File: src/rtl/core/framed_packet_receiver_crc32_core_defines.svh
// ---------------------------------------------------------------------------
// Framed packet receiver assertion macros
// Shared concurrent assertion forms for the receiver core.
// ---------------------------------------------------------------------------
`ifndef FRAMED_PACKET_RECEIVER_CRC32_CORE_DEFINES_SVH
`define FRAMED_PACKET_RECEIVER_CRC32_CORE_DEFINES_SVH

// Checked on every rising edge outside reset.
`define FPR_ASSERT(label, clk, rst, prop, msg) \
   label: assert property (@(posedge clk) disable iff (rst) prop) else $error(msg);

// Checked on every rising edge, reset included.
`define FPR_ASSERT_ALWAYS(label, clk, prop, msg) \
   label: assert property (@(posedge clk) prop) else $error(msg);

`endif

File: src/rtl/core/fpr_pkg.sv
// ---------------------------------------------------------------------------
// Framed packet receiver package
// Operation codes, queue entry type and the byte-wide CRC-32 update.
// ---------------------------------------------------------------------------
`timescale 1ns / 1ps
`default_nettype none

package fpr_pkg;

   localparam logic [31:0] CRC_PRESET  = 32'hFFFF_FFFF;
   localparam logic [31:0] CRC_POLY    = 32'h04C1_1DB7;
   localparam logic [7:0]  START_RESET = 8'hAA;

   typedef enum logic [2:0] {
      OP_FIRST    = 3'd0,
      OP_FEED     = 3'd1,
      OP_PAYLOAD  = 3'd2,
      OP_CRC_BYTE = 3'd3,
      OP_CRC_LAST = 3'd4
   } fpr_op_type;

   typedef struct packed {
      fpr_op_type  op;
      logic [7:0]  data;
      logic [7:0]  index;
      logic [7:0]  command;
      logic [7:0]  length;
   } fpr_entry_type;

   typedef struct packed {
      logic full;
      logic empty;
   } fpr_queue_status_type;

   function automatic logic [31:0] crc_feed(input logic [31:0] crc, input logic [7:0] b);
      logic [31:0] c;
      c = crc ^ {b, 24'h00_0000};
      for (int k = 0; k < 8; k++) begin
         c = c[31] ? ((c << 1) ^ CRC_POLY) : (c << 1);
      end
      return c;
   endfunction

endpackage

`default_nettype wire

File: src/rtl/core/framed_packet_receiver_crc32_core.sv
// ---------------------------------------------------------------------------
// Framed packet receiver core with CRC-32 check
// Finds frames in a byte stream, reports payload bytes and the CRC verdict.
//
//   Channel  Direction  Handshake             Contents
//   req_     in         req_valid/req_stall   one received byte
//   rsp_     out        rsp_valid/rsp_stall   payload byte or end-of-frame result
//   csr_     in         csr_valid/csr_ready   start byte
//
// One request per cycle is taken while req_stall is low; its result, if any,
// passes through the queue and then through the result register.
// The back end folds each queued frame byte into the byte-wide CRC-32 update.
// Reset is synchronous and clears the frame state, queue count and result valid.
// A stalled result holds further results back while the queue absorbs up to
// QUEUE_DEPTH requests; req_stall rises when the queue is full.
// ---------------------------------------------------------------------------
`timescale 1ns / 1ps
`default_nettype none
`include "framed_packet_receiver_crc32_core_defines.svh"

module framed_packet_receiver_crc32_core #(
   parameter int QUEUE_DEPTH = 4
) (
   input  wire logic       clock,
   input  wire logic       reset,
   input  wire logic       req_valid,
   input  wire logic [7:0] req_rx_byte,
   output logic            req_stall,
   output logic            rsp_valid,
   input  wire logic       rsp_stall,
   output logic            rsp_kind,
   output logic [7:0]      rsp_payload_byte,
   output logic [7:0]      rsp_byte_index,
   output logic [7:0]      rsp_frame_command,
   output logic [7:0]      rsp_frame_length,
   output logic            rsp_crc_ok,
   input  wire logic       csr_valid,
   output logic            csr_ready,
   input  wire logic [7:0] csr_start_byte
);

   fpr_pkg::fpr_entry_type        push_entry;
   fpr_pkg::fpr_entry_type        head;
   fpr_pkg::fpr_queue_status_type q_status;
   logic                          push;
   logic                          pop;

   assign csr_ready = 1'b1;

   fpr_front u_front (
      .clock          (clock),
      .reset          (reset),
      .req_valid      (req_valid),
      .req_rx_byte    (req_rx_byte),
      .req_stall      (req_stall),
      .csr_valid      (csr_valid),
      .csr_start_byte (csr_start_byte),
      .q_status       (q_status),
      .push           (push),
      .push_entry     (push_entry)
   );

   fpr_queue #(
      .DEPTH (QUEUE_DEPTH)
   ) u_queue (
      .clock      (clock),
      .reset      (reset),
      .push       (push),
      .push_entry (push_entry),
      .pop        (pop),
      .head       (head),
      .status     (q_status)
   );

   fpr_back u_back (
      .clock             (clock),
      .reset             (reset),
      .head              (head),
      .q_status          (q_status),
      .pop               (pop),
      .rsp_valid         (rsp_valid),
      .rsp_stall         (rsp_stall),
      .rsp_kind          (rsp_kind),
      .rsp_payload_byte  (rsp_payload_byte),
      .rsp_byte_index    (rsp_byte_index),
      .rsp_frame_command (rsp_frame_command),
      .rsp_frame_length  (rsp_frame_length),
      .rsp_crc_ok        (rsp_crc_ok)
   );

   `FPR_ASSERT(a_end_fields_clear, clock, reset,
      (rsp_valid && rsp_kind) |-> (rsp_payload_byte == 8'd0 && rsp_byte_index == 8'd0),
      "End-of-frame result carries payload data.")
   `FPR_ASSERT(a_payload_no_crc_ok, clock, reset, (rsp_valid && !rsp_kind) |-> !rsp_crc_ok,
      "Payload result carries a CRC verdict.")
   `FPR_ASSERT_ALWAYS(a_ready_after_reset, clock, reset |=> (!req_stall && !rsp_valid),
      "Core not empty after reset.")

endmodule

`default_nettype wire

File: src/rtl/core/fpr_front.sv
// ---------------------------------------------------------------------------
// Framed packet receiver front end
// Tracks the frame structure, classifies each request and queues the work.
// ---------------------------------------------------------------------------
`timescale 1ns / 1ps
`default_nettype none

module fpr_front (
   input  wire logic                   clock,
   input  wire logic                   reset,
   input  wire logic                   req_valid,
   input  wire logic [7:0]             req_rx_byte,
   output logic                        req_stall,
   input  wire logic                   csr_valid,
   input  wire logic [7:0]             csr_start_byte,
   input  wire fpr_pkg::fpr_queue_status_type q_status,
   output logic                        push,
   output fpr_pkg::fpr_entry_type      push_entry
);

   typedef enum logic [2:0] {
      PH_IDLE = 3'd0,
      PH_CMD  = 3'd1,
      PH_LEN  = 3'd2,
      PH_PAY  = 3'd3,
      PH_CRC  = 3'd4
   } phase_type;

   phase_type   phase_ff, phase_in;
   logic [7:0]  start_ff, start_in;
   logic [7:0]  command_ff, command_in;
   logic [7:0]  length_ff, length_in;
   logic [7:0]  count_ff, count_in;
   logic [1:0]  crc_cnt_ff, crc_cnt_in;
   logic        take;

   assign req_stall = q_status.full;
   assign take      = req_valid && !q_status.full;

   always_comb begin
      phase_in   = phase_ff;
      start_in   = csr_valid ? csr_start_byte : start_ff;
      command_in = command_ff;
      length_in  = length_ff;
      count_in   = count_ff;
      crc_cnt_in = crc_cnt_ff;
      push       = 1'b0;
      push_entry.op      = fpr_pkg::OP_FEED;
      push_entry.data    = req_rx_byte;
      push_entry.index   = count_ff;
      push_entry.command = command_ff;
      push_entry.length  = length_ff;
      if (take) begin
         unique case (phase_ff)
            PH_CMD: begin
               command_in    = req_rx_byte;
               push          = 1'b1;
               push_entry.op = fpr_pkg::OP_FIRST;
               phase_in      = PH_LEN;
            end
            PH_LEN: begin
               length_in     = req_rx_byte;
               count_in      = 8'd0;
               crc_cnt_in    = 2'd0;
               push          = 1'b1;
               push_entry.op = fpr_pkg::OP_FEED;
               phase_in      = (req_rx_byte == 8'd0) ? PH_CRC : PH_PAY;
            end
            PH_PAY: begin
               push          = 1'b1;
               push_entry.op = fpr_pkg::OP_PAYLOAD;
               count_in      = count_ff + 8'd1;
               if ((count_ff + 8'd1) == length_ff) begin
                  phase_in = PH_CRC;
               end
            end
            PH_CRC: begin
               push = 1'b1;
               if (crc_cnt_ff == 2'd3) begin
                  push_entry.op = fpr_pkg::OP_CRC_LAST;
                  crc_cnt_in    = 2'd0;
                  phase_in      = PH_IDLE;
               end else begin
                  push_entry.op = fpr_pkg::OP_CRC_BYTE;
                  crc_cnt_in    = crc_cnt_ff + 2'd1;
               end
            end
            default: begin
               phase_in = PH_IDLE;
               if (req_rx_byte == start_ff) begin
                  count_in   = 8'd0;
                  crc_cnt_in = 2'd0;
                  phase_in   = PH_CMD;
               end
            end
         endcase
      end
   end

   always_ff @(posedge clock) begin
      if (reset) begin
         phase_ff   <= PH_IDLE;
         start_ff   <= fpr_pkg::START_RESET;
         command_ff <= 8'd0;
         length_ff  <= 8'd0;
         count_ff   <= 8'd0;
         crc_cnt_ff <= 2'd0;
      end else begin
         phase_ff   <= phase_in;
         start_ff   <= start_in;
         command_ff <= command_in;
         length_ff  <= length_in;
         count_ff   <= count_in;
         crc_cnt_ff <= crc_cnt_in;
      end
   end

endmodule

`default_nettype wire

File: src/rtl/core/fpr_queue.sv
// ---------------------------------------------------------------------------
// Framed packet receiver work queue
// Short first-in first-out queue between the front and back ends.
// ---------------------------------------------------------------------------
`timescale 1ns / 1ps
`default_nettype none

module fpr_queue #(
   parameter int DEPTH = 4
) (
   input  wire logic                         clock,
   input  wire logic                         reset,
   input  wire logic                         push,
   input  wire fpr_pkg::fpr_entry_type       push_entry,
   input  wire logic                         pop,
   output fpr_pkg::fpr_entry_type            head,
   output fpr_pkg::fpr_queue_status_type     status
);

   localparam int PTR_W = (DEPTH > 1) ? $clog2(DEPTH) : 1;
   localparam int CNT_W = $clog2(DEPTH + 1);
   localparam logic [PTR_W-1:0] LAST = PTR_W'(DEPTH - 1);
   localparam logic [CNT_W-1:0] FULL = CNT_W'(DEPTH);

   fpr_pkg::fpr_entry_type slot_ff [DEPTH];
   logic [PTR_W-1:0] wr_ff, wr_in;
   logic [PTR_W-1:0] rd_ff, rd_in;
   logic [CNT_W-1:0] cnt_ff, cnt_in;
   logic             do_push;
   logic             do_pop;

   assign status.full  = (cnt_ff == FULL);
   assign status.empty = (cnt_ff == '0);
   assign head         = slot_ff[rd_ff];
   assign do_push      = push && !status.full;
   assign do_pop       = pop && !status.empty;

   always_comb begin
      wr_in  = wr_ff;
      rd_in  = rd_ff;
      cnt_in = cnt_ff;
      if (do_push) begin
         wr_in = (wr_ff == LAST) ? '0 : wr_ff + PTR_W'(1);
      end
      if (do_pop) begin
         rd_in = (rd_ff == LAST) ? '0 : rd_ff + PTR_W'(1);
      end
      case ({do_push, do_pop})
         2'b10:   cnt_in = cnt_ff + CNT_W'(1);
         2'b01:   cnt_in = cnt_ff - CNT_W'(1);
         default: cnt_in = cnt_ff;
      endcase
   end

   always_ff @(posedge clock) begin
      if (reset) begin
         wr_ff  <= '0;
         rd_ff  <= '0;
         cnt_ff <= '0;
      end else begin
         wr_ff  <= wr_in;
         rd_ff  <= rd_in;
         cnt_ff <= cnt_in;
      end
      if (do_push) begin
         slot_ff[wr_ff] <= push_entry;
      end
   end

endmodule

`default_nettype wire

File: src/rtl/core/fpr_back.sv
// ---------------------------------------------------------------------------
// Framed packet receiver back end
// Runs the CRC-32, collects the received CRC and drives the result register.
// ---------------------------------------------------------------------------
`timescale 1ns / 1ps
`default_nettype none

module fpr_back (
   input  wire logic                     clock,
   input  wire logic                     reset,
   input  wire fpr_pkg::fpr_entry_type   head,
   input  wire fpr_pkg::fpr_queue_status_type q_status,
   output logic                          pop,
   output logic                          rsp_valid,
   input  wire logic                     rsp_stall,
   output logic                          rsp_kind,
   output logic [7:0]                    rsp_payload_byte,
   output logic [7:0]                    rsp_byte_index,
   output logic [7:0]                    rsp_frame_command,
   output logic [7:0]                    rsp_frame_length,
   output logic                          rsp_crc_ok
);

   logic [31:0] crc_ff, crc_in;
   logic [31:0] rx_crc_ff, rx_crc_in;
   logic        valid_ff, valid_in;
   logic        kind_ff, kind_in;
   logic [7:0]  byte_ff, byte_in;
   logic [7:0]  index_ff, index_in;
   logic [7:0]  command_ff, command_in;
   logic [7:0]  length_ff, length_in;
   logic        ok_ff, ok_in;
   logic        needs_rsp;
   logic        slot_free;
   logic [31:0] crc_next;

   assign needs_rsp = (head.op == fpr_pkg::OP_PAYLOAD) || (head.op == fpr_pkg::OP_CRC_LAST);
   assign slot_free = !valid_ff || !rsp_stall;
   assign pop       = !q_status.empty && (!needs_rsp || slot_free);
   assign crc_next  = fpr_pkg::crc_feed(
                         (head.op == fpr_pkg::OP_FIRST) ? fpr_pkg::CRC_PRESET : crc_ff,
                         head.data);

   always_comb begin
      crc_in     = crc_ff;
      rx_crc_in  = rx_crc_ff;
      valid_in   = valid_ff && rsp_stall;
      kind_in    = kind_ff;
      byte_in    = byte_ff;
      index_in   = index_ff;
      command_in = command_ff;
      length_in  = length_ff;
      ok_in      = ok_ff;
      if (pop) begin
         unique case (head.op) inside
            fpr_pkg::OP_FIRST,
            fpr_pkg::OP_FEED: begin
               crc_in = crc_next;
            end
            fpr_pkg::OP_PAYLOAD: begin
               crc_in     = crc_next;
               valid_in   = 1'b1;
               kind_in    = 1'b0;
               byte_in    = head.data;
               index_in   = head.index;
               command_in = head.command;
               length_in  = head.length;
               ok_in      = 1'b0;
            end
            fpr_pkg::OP_CRC_BYTE: begin
               rx_crc_in = {rx_crc_ff[23:0], head.data};
            end
            fpr_pkg::OP_CRC_LAST: begin
               rx_crc_in  = {rx_crc_ff[23:0], head.data};
               valid_in   = 1'b1;
               kind_in    = 1'b1;
               byte_in    = 8'd0;
               index_in   = 8'd0;
               command_in = head.command;
               length_in  = head.length;
               ok_in      = ({rx_crc_ff[23:0], head.data} == crc_ff);
            end
            default: begin
               crc_in = crc_ff;
            end
         endcase
      end
   end

   always_ff @(posedge clock) begin
      if (reset) begin
         crc_ff   <= fpr_pkg::CRC_PRESET;
         valid_ff <= 1'b0;
      end else begin
         crc_ff   <= crc_in;
         valid_ff <= valid_in;
      end
      rx_crc_ff  <= rx_crc_in;
      kind_ff    <= kind_in;
      byte_ff    <= byte_in;
      index_ff   <= index_in;
      command_ff <= command_in;
      length_ff  <= length_in;
      ok_ff      <= ok_in;
   end

   assign rsp_valid         = valid_ff;
   assign rsp_kind          = kind_ff;
   assign rsp_payload_byte  = byte_ff;
   assign rsp_byte_index    = index_ff;
   assign rsp_frame_command = command_ff;
   assign rsp_frame_length  = length_ff;
   assign rsp_crc_ok        = ok_ff;

endmodule

`default_nettype wire

File: config.mk
export PLATFORM = sky130hd
export DESIGN_NAME = framed_packet_receiver_crc32_core
export DESIGN_NICKNAME = d
export VERILOG_FILES = /design/src/rtl/core/fpr_pkg.sv /design/src/rtl/core/framed_packet_receiver_crc32_core.sv /design/src/rtl/core/fpr_front.sv /design/src/rtl/core/fpr_queue.sv /design/src/rtl/core/fpr_back.sv
export VERILOG_INCLUDE_DIRS = /design/src /design/src/rtl/core
export SDC_FILE = /design/constraint.sdc
export NUM_CORES = 1
export LEC_CHECK = 0
export BUFFER_PORTS_ARGS = -buffer_cell sky130_fd_sc_hd__buf_2
export CAP_MARGIN = 0
export CORE_ASPECT_RATIO = 1.2
export CORE_MARGIN = 10
export CORE_UTILIZATION = 35
export DETAILED_ROUTE_END_ITERATION = 10
export SYNTH_ARGS = -nofsm -noshare
export SYNTH_HDL_FRONTEND = slang
export SYNTH_SLANG_ARGS = --single-unit
File: constraint.sdc
create_clock -name clock -period 6.05 [get_ports clock]
set_input_delay 0.605 -clock clock [delete_from_list [all_inputs] [get_ports clock]]
set_output_delay 0.605 -clock clock [all_outputs]
set_load 0.02 [all_outputs]
Word level (Yosys, flattened, before mapping) --
Memories as Yosys holds them, arrays and structs flattened. A register that Yosys moved wholly into a read port is not among the register bits. Cells that the tools add are included.
Cells by class: mux-type cells 37, bitwise logic cells 11, reduce and logical (&&, ||, !) cells 35, equality and inequality tests 19, add/subtract/negate cells 6
Operator list (count):
- 27-bit 2-to-1 mux | 8
- 14-bit NOT | 8
- 32-bit == test | 1
- 32-bit 2-to-1 mux | 1
- 8-bit one-hot mux with 2 select lines | 2
- 32-bit XOR | 1
- 8-bit one-hot mux with 3 select lines | 1
- 8-bit == test | 2
- 3-bit 2-to-1 mux | 5
- 3-bit by 2-bit == test with 1-bit output, second input constant | 4
- 2-bit 2-to-1 mux | 6
- 3-bit one-hot mux with 4 select lines | 1
- 2-bit AND reduction | 6
- 3-bit == test, second input constant | 3
- 3-bit one-hot mux with 3 select lines | 1
- 3-bit AND reduction | 3
- 8-bit by 1-bit adder with 8-bit output, second input constant | 1
- 2-bit == test, second input constant | 4
- 8-bit logical NOT | 1
- 8-bit 2-to-1 mux | 1
- 2-bit OR reduction | 4
- 1-bit 2-to-1 mux | 7
- 2-bit by 1-bit adder with 2-bit output, second input constant | 3
- 3-bit by 1-bit == test with 1-bit output, second input constant | 2
- 16 further kinds | 32
Storage, ports and cells: memories 1, output and inout bits 37, memory bits (writable) 140, bits in registers 135, word-level logic and storage cells 127, input port bits 21
Memories:
- u_queue.slot_ff | words 4, bits a word 35, read ports 1, clocked after memory_dff 1, wr ports 1, line fpr_queue.sv:25 | fpr_pkg::fpr_entry_type slot_ff [DEPTH];

Logic depth before layout (Yosys ltp) --
Gate-level depths: netlist (run 1).
depth after elaboration 19, mapped depth 14, gate-level depth less buffers 11

Modules after synthesis --
Synthesis (run 1) repeated with hierarchy kept, for this count alone.
Second synthesis, totals: cells, all modules 860, area total of the unflattened synthesis 12341.8 sq um
Modules (own cells, without submodules):
- fpr_queue | area an instance 5535.3 sq um, cells each 237, instances 1
- fpr_back | area an instance 4808.4 sq um, cells each 398, instances 1
- fpr_front | area an instance 1986.9 sq um, cells each 223, instances 1
- framed_packet_receiver_crc32_core | area an instance 11.3 sq um, cells each 2, instances 1

Least setup slack after synthesis (run 1) --
OpenSTA, ideal clock, no wires.
path type flip-flop to flip-flop, start point reg with a tool-made name, end point reg u_back.index_ff[0], in the netlist u_back.rsp_byte_index[0], enable pin, setup time 0.468 ns, arrival 4.276 ns, setup slack 1.307 ns, data required time 5.582 ns, stages on the path, launching flop included 9, cells stage by stage dfxtp_1 > buf_6 > mux4_2 > buf_2 > xnor2_1 > nor3_1 > or2_2 > clkbuf_1 > nor3_1
RTL lines:
- end signal: assignment | line fpr_back.sv:101 | index_ff <= index_in;
- end: declaration | line fpr_back.sv:29 | logic [7:0] index_ff, index_in;

==> out/metrics.cfg, run 1 <==
[cts]
cts.htree.levels=1
clk_pin_slew_ps=60
ctsResizeCount=0
cts_tree=yes
clkSinkCount=277
clock_latency_ps=560
cts_root_buffer=clkbuf_16
clock_path_buffers=3
postCtsHoldBufs=0
postCtsSetupBuffers=0
cts_buffers=29

[sta]
tns_ps=0
rsz0062_at_grt=false
drv_slew=0
worstMarginPinSlew_ps=1160
clock_skew_ps=18.7
fin_crit_ps=3850
max_freq_ghz=0.260
setup_viol=0
finalCritPeriodShare=0.636
relSlewSlack=0.223
hold_violations=0

[worst_setup_path]
cp_max_fo=35
path_cells=mux4_2, xnor2_1, nor3_1, or2_2, nor2_2, buf_4
crit_path_end=u_back.rx_crc_ff[0]$_DFFE_PP_
regToRegSetupSlack_ps=2200
worstRegToRegCells=6
endpoint_kind=flip-flop
reg2reg_to=u_back.rx_crc_ff[0]$_DFFE_PP_
max_stage_delay_ps=970
worstSetupPathType=reg -> reg
critPathRequiredTime_ps=6320
crit_slowest_cell=dfxtp_2
cp.arrival_ps=4110
startpoint_type=flip-flop

[grt]
antenna_found_initial=1
grt_pass1_vias=6977
overflow=0
grtUsageTotal=0.124
grt_pass1_wl_um=41400
grt_max_degree=63

[route]
topRoutingLayerUsed=met4
drt-met1-wl_um=11200
drt-initial-drc-count=359
wl_met2_um=13200
first_pass_iters=4
routed_wl_um=26000
num_vias=6665
drc=0
ant_nets=0
wl_per_cell_um=19.1
dr_wl_met3_um=1070
vias_per_cell=4.89

[synth]
syn_area_per_cell_um2=14.3
syn_area_um2=11800
ys_warn_count=0
ys_seq_area_frac=0.635
yosys_most_used_dff=edfxtp_1
synth_edf_count=198
synth_fp_nets=861
async_reset_ff_frac=0
ys_seq_elements=277
synth_cell_types=56
synth_cells=831

[place]
hpwlAfterDp_um=17100
gp_congestion=0.815
io_buffers=56

[power]
switching_share=0.354
power_density_nw_per_um2=541
finalPower_w=0.00735
combinationalPowerShare=0.388
seq_power_share=0.361
vdd_drop_max_mv=0.315
p_sw_w=0.00260
clkPwrFrac=0.251
p_int_w=0.00475
leakage_nw=4.81

[floorplanning]
die-width_um=188
die_area_um2=41600
die_h_um=222
row_count=73
ios=58
coreArea_um2=33200
initial_utilization=0.356

[finish]
layout-drive-gt1-share=0.188
areaGrowthSynthToFinish_pct=14.8
fill_cells=3124
final_core_util=0.409
num-nets-final=918

[hold_path]
hold_path_class=in -> reg
hold_depth=3

[outcome]
status=finished, final reports clean

[job]
maxCapViolCount=0

## power groups by stage
| stage | sequential [W] | clock, W | combinational, W |
|---|---|---|---|
| after floorplan | 0.00261 | 0 | 0.00232 |
| after global placement | 0.00270 | 0 | 0.00286 |
| after detailed placement | 0.00270 | 0 | 0.00289 |
| after CTS | 0.00266 | 0.00189 | 0.00289 |
| after global routing | 0.00269 | 0.00197 | 0.00314 |
| final | 0.00265 | 0.00185 | 0.00285 |
## layer usage
| metal | up-vias | global-route usage |
|---|---|---|
| li1 | 3152 | - |
| met1 | 3340 | 0.157 |
| met2 | 135 | 0.216 |
| met3 | 38 | 0.0179 |
| met4 | 0 | 0.0330 |
| met5 | - | 0 |
## cells by family (layout without fill, tap and decap cells)
kind of cell / count (synthesis) / after routing / synth area share
multiplexers: 61 / 61 / 0.0885
adder cells (fa/ha/maj): 9 / 9 / 0.0101
flip-flops: 277 / 277 / 0.635
buffers and inverters: 58 / 138 / 0.0219
AO/OA/AOI/OAI: 83 / 83 / 0.0513
other: 1 / 2 / 0.000317
XOR/XNOR: 134 / 134 / 0.108
AND/OR/NAND/NOR: 208 / 208 / 0.0846
## flip-flops by register name, summed over array words and instances, names as in the netlist, 3 cells and up, named ones only
register / count
u_back.crc_ff: 32
u_back.rsp_byte_index: 8
u_back.rsp_frame_command: 8
u_back.rsp_frame_length: 8
u_back.rsp_payload_byte: 8
u_back.rx_crc_ff: 24
u_front.command_ff: 8
u_front.count_ff: 8
u_front.length_ff: 8
u_front.phase_ff: 3
u_front.start_ff: 8
u_queue.cnt_ff: 3
u_queue.slot_ff: 140
## final cells by class
type,count,area [µm²],share of cell area
clock buffers,41,821,0.0604
repair buffers,66,355,0.0261
well taps,450,563,0.0414
diodes,1,2.50,0.000184
inverters,18,67.6,0.00497
multi-input cells,496,4070,0.300
flip-flops and latches,277,7530,0.554
clock inverters,13,185,0.0136
## Yosys cell counts (11+ instances only)
| cell type | n | share of area |
|---|---|---|
| a21oi_1 | 24 | 0.010 |
| clkbuf_1 | 23 | 0.0073 |
| dfxtp_1 | 79 | 0.13 |
| edfxtp_1 | 198 | 0.50 |
| inv_1 | 18 | 0.0057 |
| mux2i_1 | 26 | 0.022 |
| mux4_2 | 35 | 0.067 |
| nand2_1 | 41 | 0.013 |
| nand4_1 | 11 | 0.0058 |
| nor2_1 | 76 | 0.024 |
| nor2b_1 | 19 | 0.010 |
| nor3_1 | 14 | 0.0059 |
| o211ai_1 | 19 | 0.012 |
| o21ai_0 | 11 | 0.0046 |
| xnor2_1 | 96 | 0.071 |
| xor2_1 | 28 | 0.021 |
## layout by cell type, fill, tap and decap left out, drive strengths merged, types with 2 or more instances in the layout
master and instances:
a211oi 2, a21oi 25, a221oi 7, and2 8, and3 6, buf 66, bufinv 4, clkbuf 41
clkinv 6, dfxtp 79, edfxtp 198, ha 8, inv 20, mux2i 26, mux4 35, nand2 41
nand2b 3, nand3 7, nand4 11, nor2 76, nor2b 19, nor3 15, nor4 8, o211ai 19
o21a 2, o21ai 11, o31ai 8, or3 6, or4 3, xnor2 98, xor2 35
## how the worst min path moves through the flow
stage	from	endpoint	slack, ps
floorplan	u_front.crc_cnt_ff[1]$_SDFFE_PP0P_	u_front.crc_cnt_ff[1]$_SDFFE_PP0P_	440
global placement	u_front.crc_cnt_ff[1]$_SDFFE_PP0P_	u_front.crc_cnt_ff[1]$_SDFFE_PP0P_	450
detailed placement	u_back.rx_crc_ff[9]$_DFFE_PP_	u_back.rx_crc_ff[17]$_DFFE_PP_	460
CTS	csr_start_byte[7]	u_front.start_ff[7]$_SDFFE_PP1P_	240
global route	csr_start_byte[5]	u_front.start_ff[5]$_SDFFE_PP1P_	260
finish	csr_start_byte[7]	u_front.start_ff[7]$_SDFFE_PP1P_	270
## per-stage QoR
stage               hold slack, ps  area [µm²]  worst slack (ps)  instances
floorplan                      436       11800              1310        831
detailed placement             458       12600              2170       1307
global placement               448       12600              2190       1307
CTS                            242       13600              2160       1361
global route                   259       13600              1930       1361
finish                         265       13600              2200       1362
## worst max-delay path, delay by kind of cell, from the launching register on
family | cells | cell delay [ps]
buffers and inverters | 1 | 270
multiplexers | 1 | 620
AND/OR/NAND/NOR | 3 | 1340
XOR/XNOR | 1 | 340
flip-flops | 1 | 970
Note: power is estimated with default switching activity, not from simulation.
==> run 2, diff against run 1 <==
--- a/config.mk
+++ b/config.mk
@@ -6,6 +6,7 @@
 export SDC_FILE = /design/constraint.sdc
 export NUM_CORES = 1
 export LEC_CHECK = 0
+export ABC_AREA = 1
 export BUFFER_PORTS_ARGS = -buffer_cell sky130_fd_sc_hd__buf_2
 export CAP_MARGIN = 0
 export CORE_ASPECT_RATIO = 1.2
==> constraint.sdc (replaced) <==
create_clock -name clock -period 3.1 [get_ports clock]
set_input_delay 0.31 -clock clock [delete_from_list [all_inputs] [get_ports clock]]
set_output_delay 0.31 -clock clock [all_outputs]
set_load 0.02 [all_outputs]
==> out/metrics.cfg, run 2 <==
[outcome]
status=finished, final reports clean

[place]
io_buffers=56  ; unchanged
hpwlAfterDp_um=19900  ; +17%
gp_congestion=0.879  ; +7.8%

[finish]
num-nets-final=1347  ; +47%
regMostFlops=u_queue.slot_ff
final_core_util=0.412  ; +0.00287
fill_cells=3314  ; +6.1%
largest_reg_flops=140  ; unchanged
final_common_cell=nand2_1
final_cell_mix=nand2_1, edfxtp_1, nor2_1
layout-drive-gt1-share=0.154  ; -0.0333
reg_top3=u_queue.slot_ff (140), u_back.crc_ff (32), u_back.rx_crc_ff (24)
antenna_cells=0  ; -1
areaGrowthSynthToFinish_pct=16.3

[synth]
post-synth-top-count-cell=nand2_1
synth_area_leaders=edfxtp_1, dfxtp_1, nand2_1
muxShareOfSynthArea=0  ; -0.0885
async_reset_ff_frac=0  ; unchanged
synth_edf_count=198  ; unchanged
yosys-top-cells-count=nand2_1, edfxtp_1, nor2_1
yosys_most_used_dff=edfxtp_1
synth_top_cell_area_share=0.480  ; -0.0220
synth_cell_types=50  ; -11%
synth_fp_nets=1275  ; +48%
syn_area_um2=12400  ; +4.6%
ys_warn_count=0  ; unchanged
syn_area_per_cell_um2=9.95  ; -30%
synth_top_area_cell=edfxtp_1
synth_compound_area_frac=0.0965  ; +0.0452
synth_top_family_by_area=simple AND/OR/NAND/NOR gates
synthAdderAreaFrac=0.00969  ; -0.000445
yosys.area_share.simple=0.192  ; +0.108
ys_seq_area_frac=0.607  ; -0.0279
synth_cells=1245  ; +50%
synth_xor_area_frac=0.0359  ; -0.0720
ys_seq_elements=277  ; unchanged

[floorplanning]
die_area_um2=43400  ; +4.1%
row_count=75  ; +2.7%
die_h_um=226  ; +2.1%
coreArea_um2=35000  ; +5.3%
ios=58  ; unchanged
die-width_um=192  ; +2.0%
initial_utilization=0.354  ; -0.00232

[power]
switching_share=0.414  ; +0.0603
p_int_w=0.00947  ; +99%
power_density_nw_per_um2=1120  ; +110%
clkPwrFrac=0.243  ; -0.008
vdd_drop_max_mv=0.455  ; +44%
seq_power_share=0.333  ; -0.028
combinationalPowerShare=0.424  ; +0.036
p_sw_w=0.00670  ; +160%
leakage_nw=5.79  ; +20%

[route]
vias_per_cell=4.95  ; +1.2%
routed_wl_um=30400  ; +17%
wl_per_cell_um=16.9  ; -12%
drt-initial-drc-count=519  ; +45%
ant_nets=0  ; unchanged
first_pass_iters=5  ; +1
drc=0  ; unchanged
num_vias=8927  ; +34%

[sta]
drv_slew=0  ; unchanged
finalCritPeriodShare=0.925  ; +0.290
setup_viol=0  ; unchanged
relSlewSlack=0.490  ; +0.267
rsz0062_at_grt=false
fin_crit_ps=2870  ; -977 ps
worstMarginPinSlew_ps=760  ; -404 ps
max_freq_ghz=0.349  ; +34%
hold_violations=0  ; unchanged
clock_skew_ps=10.9  ; -7.83 ps
tns_ps=0  ; unchanged

[grt]
grt_max_degree=65  ; +3.2%
grtUsageTotal=0.139  ; +0.0154
grt_pass1_vias=8702  ; +25%
antenna_found_initial=0  ; -1
grt_pass1_wl_um=47900  ; +16%
overflow=0  ; unchanged

[cts]
ctsResizeCount=0  ; unchanged
clock_latency_ps=560  ; about the same
cts_tree=yes
clk_pin_slew_ps=60  ; about the same
clock_path_buffers=3  ; unchanged
cts_root_buffer=clkbuf_16
clkSinkCount=277  ; unchanged
cts_buffers=30  ; +3.4%
cts.htree.levels=1  ; unchanged

[worst_setup_path]
startpoint_type=flip-flop
endpoint_kind=flip-flop
critPathRequiredTime_ps=3600  ; -2720 ps
cp.arrival_ps=3370  ; -740 ps
cp_max_fo=64  ; +83%
worstSetupPathType=reg -> reg

[job]
maxCapViolCount=0  ; unchanged

[hold_path]
hold_path_class=in -> reg

[run 2: kinds of logic (layout without fill, tap and decap cells)]
kind of cell / Yosys count / after routing
DFF: 277 / 277
buffers and inverters: 165 / 261
other: 1 / 1
and+or+nand+nor: 532 / 532
xor gates and xnor gates: 47 / 47
AOI/OAI and AO/OA: 214 / 214
adders and majority gates: 9 / 9
[run 2: cell type report]
cell class,count,area [µm²],area share
clock buffers,36,803,0.0557
clock inverters,20,303,0.0210
inverters,120,453,0.0314
multi-input cells,803,4180,0.290
flip-flops and latches,277,7530,0.522
well taps,462,578,0.0401
repair buffers,85,571,0.0396
[run 2: metal layers]
metal | share of wire | global-route usage | wire length, µm
met1 | 0.42 | 0.169 | 12600
met4 | 0.027 | 0.0479 | 826
met3 | 0.049 | 0.0218 | 1490
met2 | 0.51 | 0.245 | 15400
met5 | 0 | 0 | 0
[run 2: critical path: stages, from the launching register on]
cell,delay [ps]
dfxtp_2,400
buf_4,550
nand2_1,110
nand3_1,100
and2_1,380
clkinv_1,140
nand2_1,130
nand2_4,110
inv_2,90
nand2_1,60
nand2_2,160
inv_2,100
nand2_1,120
nand2_1,80
nand2_1,70
nand3_1,90
nand2_1,90
[run 2: timing repair]
item / 4_1_cts / 5_1_grt
hold endpoints to repair: 9 / 0
buffers inserted: 0 / 0
hold buffers: 9 / 0
[run 2: stage by stage]
step           cells  total power (W)  hold WS (ps)  cell area [µm²]  worst slack (ps)
3_3_place_gp    1738           0.0122           451            13200               284
2_1_floorplan   1245           0.0104           409            12400               145
4_1_cts         1803           0.0163          68.1            14400               238
3_5_place_dp    1738           0.0123           458            13200               252
6_report        1803           0.0162          74.5            14400               231
5_1_grt         1803           0.0172           108            14400              1.33
[run 2: worst paths after layout]
kind,from,to,slack (ps),cells after the start
worst min-delay path,csr_valid,u_front.start_ff[1]$_SDFFE_PP1P_,70,3
worst max register to register,flip-flop,u_back.crc_ff[7]$_SDFFE_PP1P_,230,16
worst max-delay path,flip-flop,u_back.crc_ff[7]$_SDFFE_PP1P_,230,16
worst min register to register,u_back.rx_crc_ff[9]$_DFFE_PP_,u_back.rx_crc_ff[17]$_DFFE_PP_,470,0
[run 2: power by group through the flow]
stage | clock [W] | combinational (W) | sequential, W
floorplan | 0 | 0.00485 | 0.00559
global placement | 0 | 0.00677 | 0.00544
detailed placement | 0 | 0.00683 | 0.00545
CTS | 0.00399 | 0.00688 | 0.00538
global route | 0.00416 | 0.00764 | 0.00545
finish | 0.00394 | 0.00685 | 0.00538
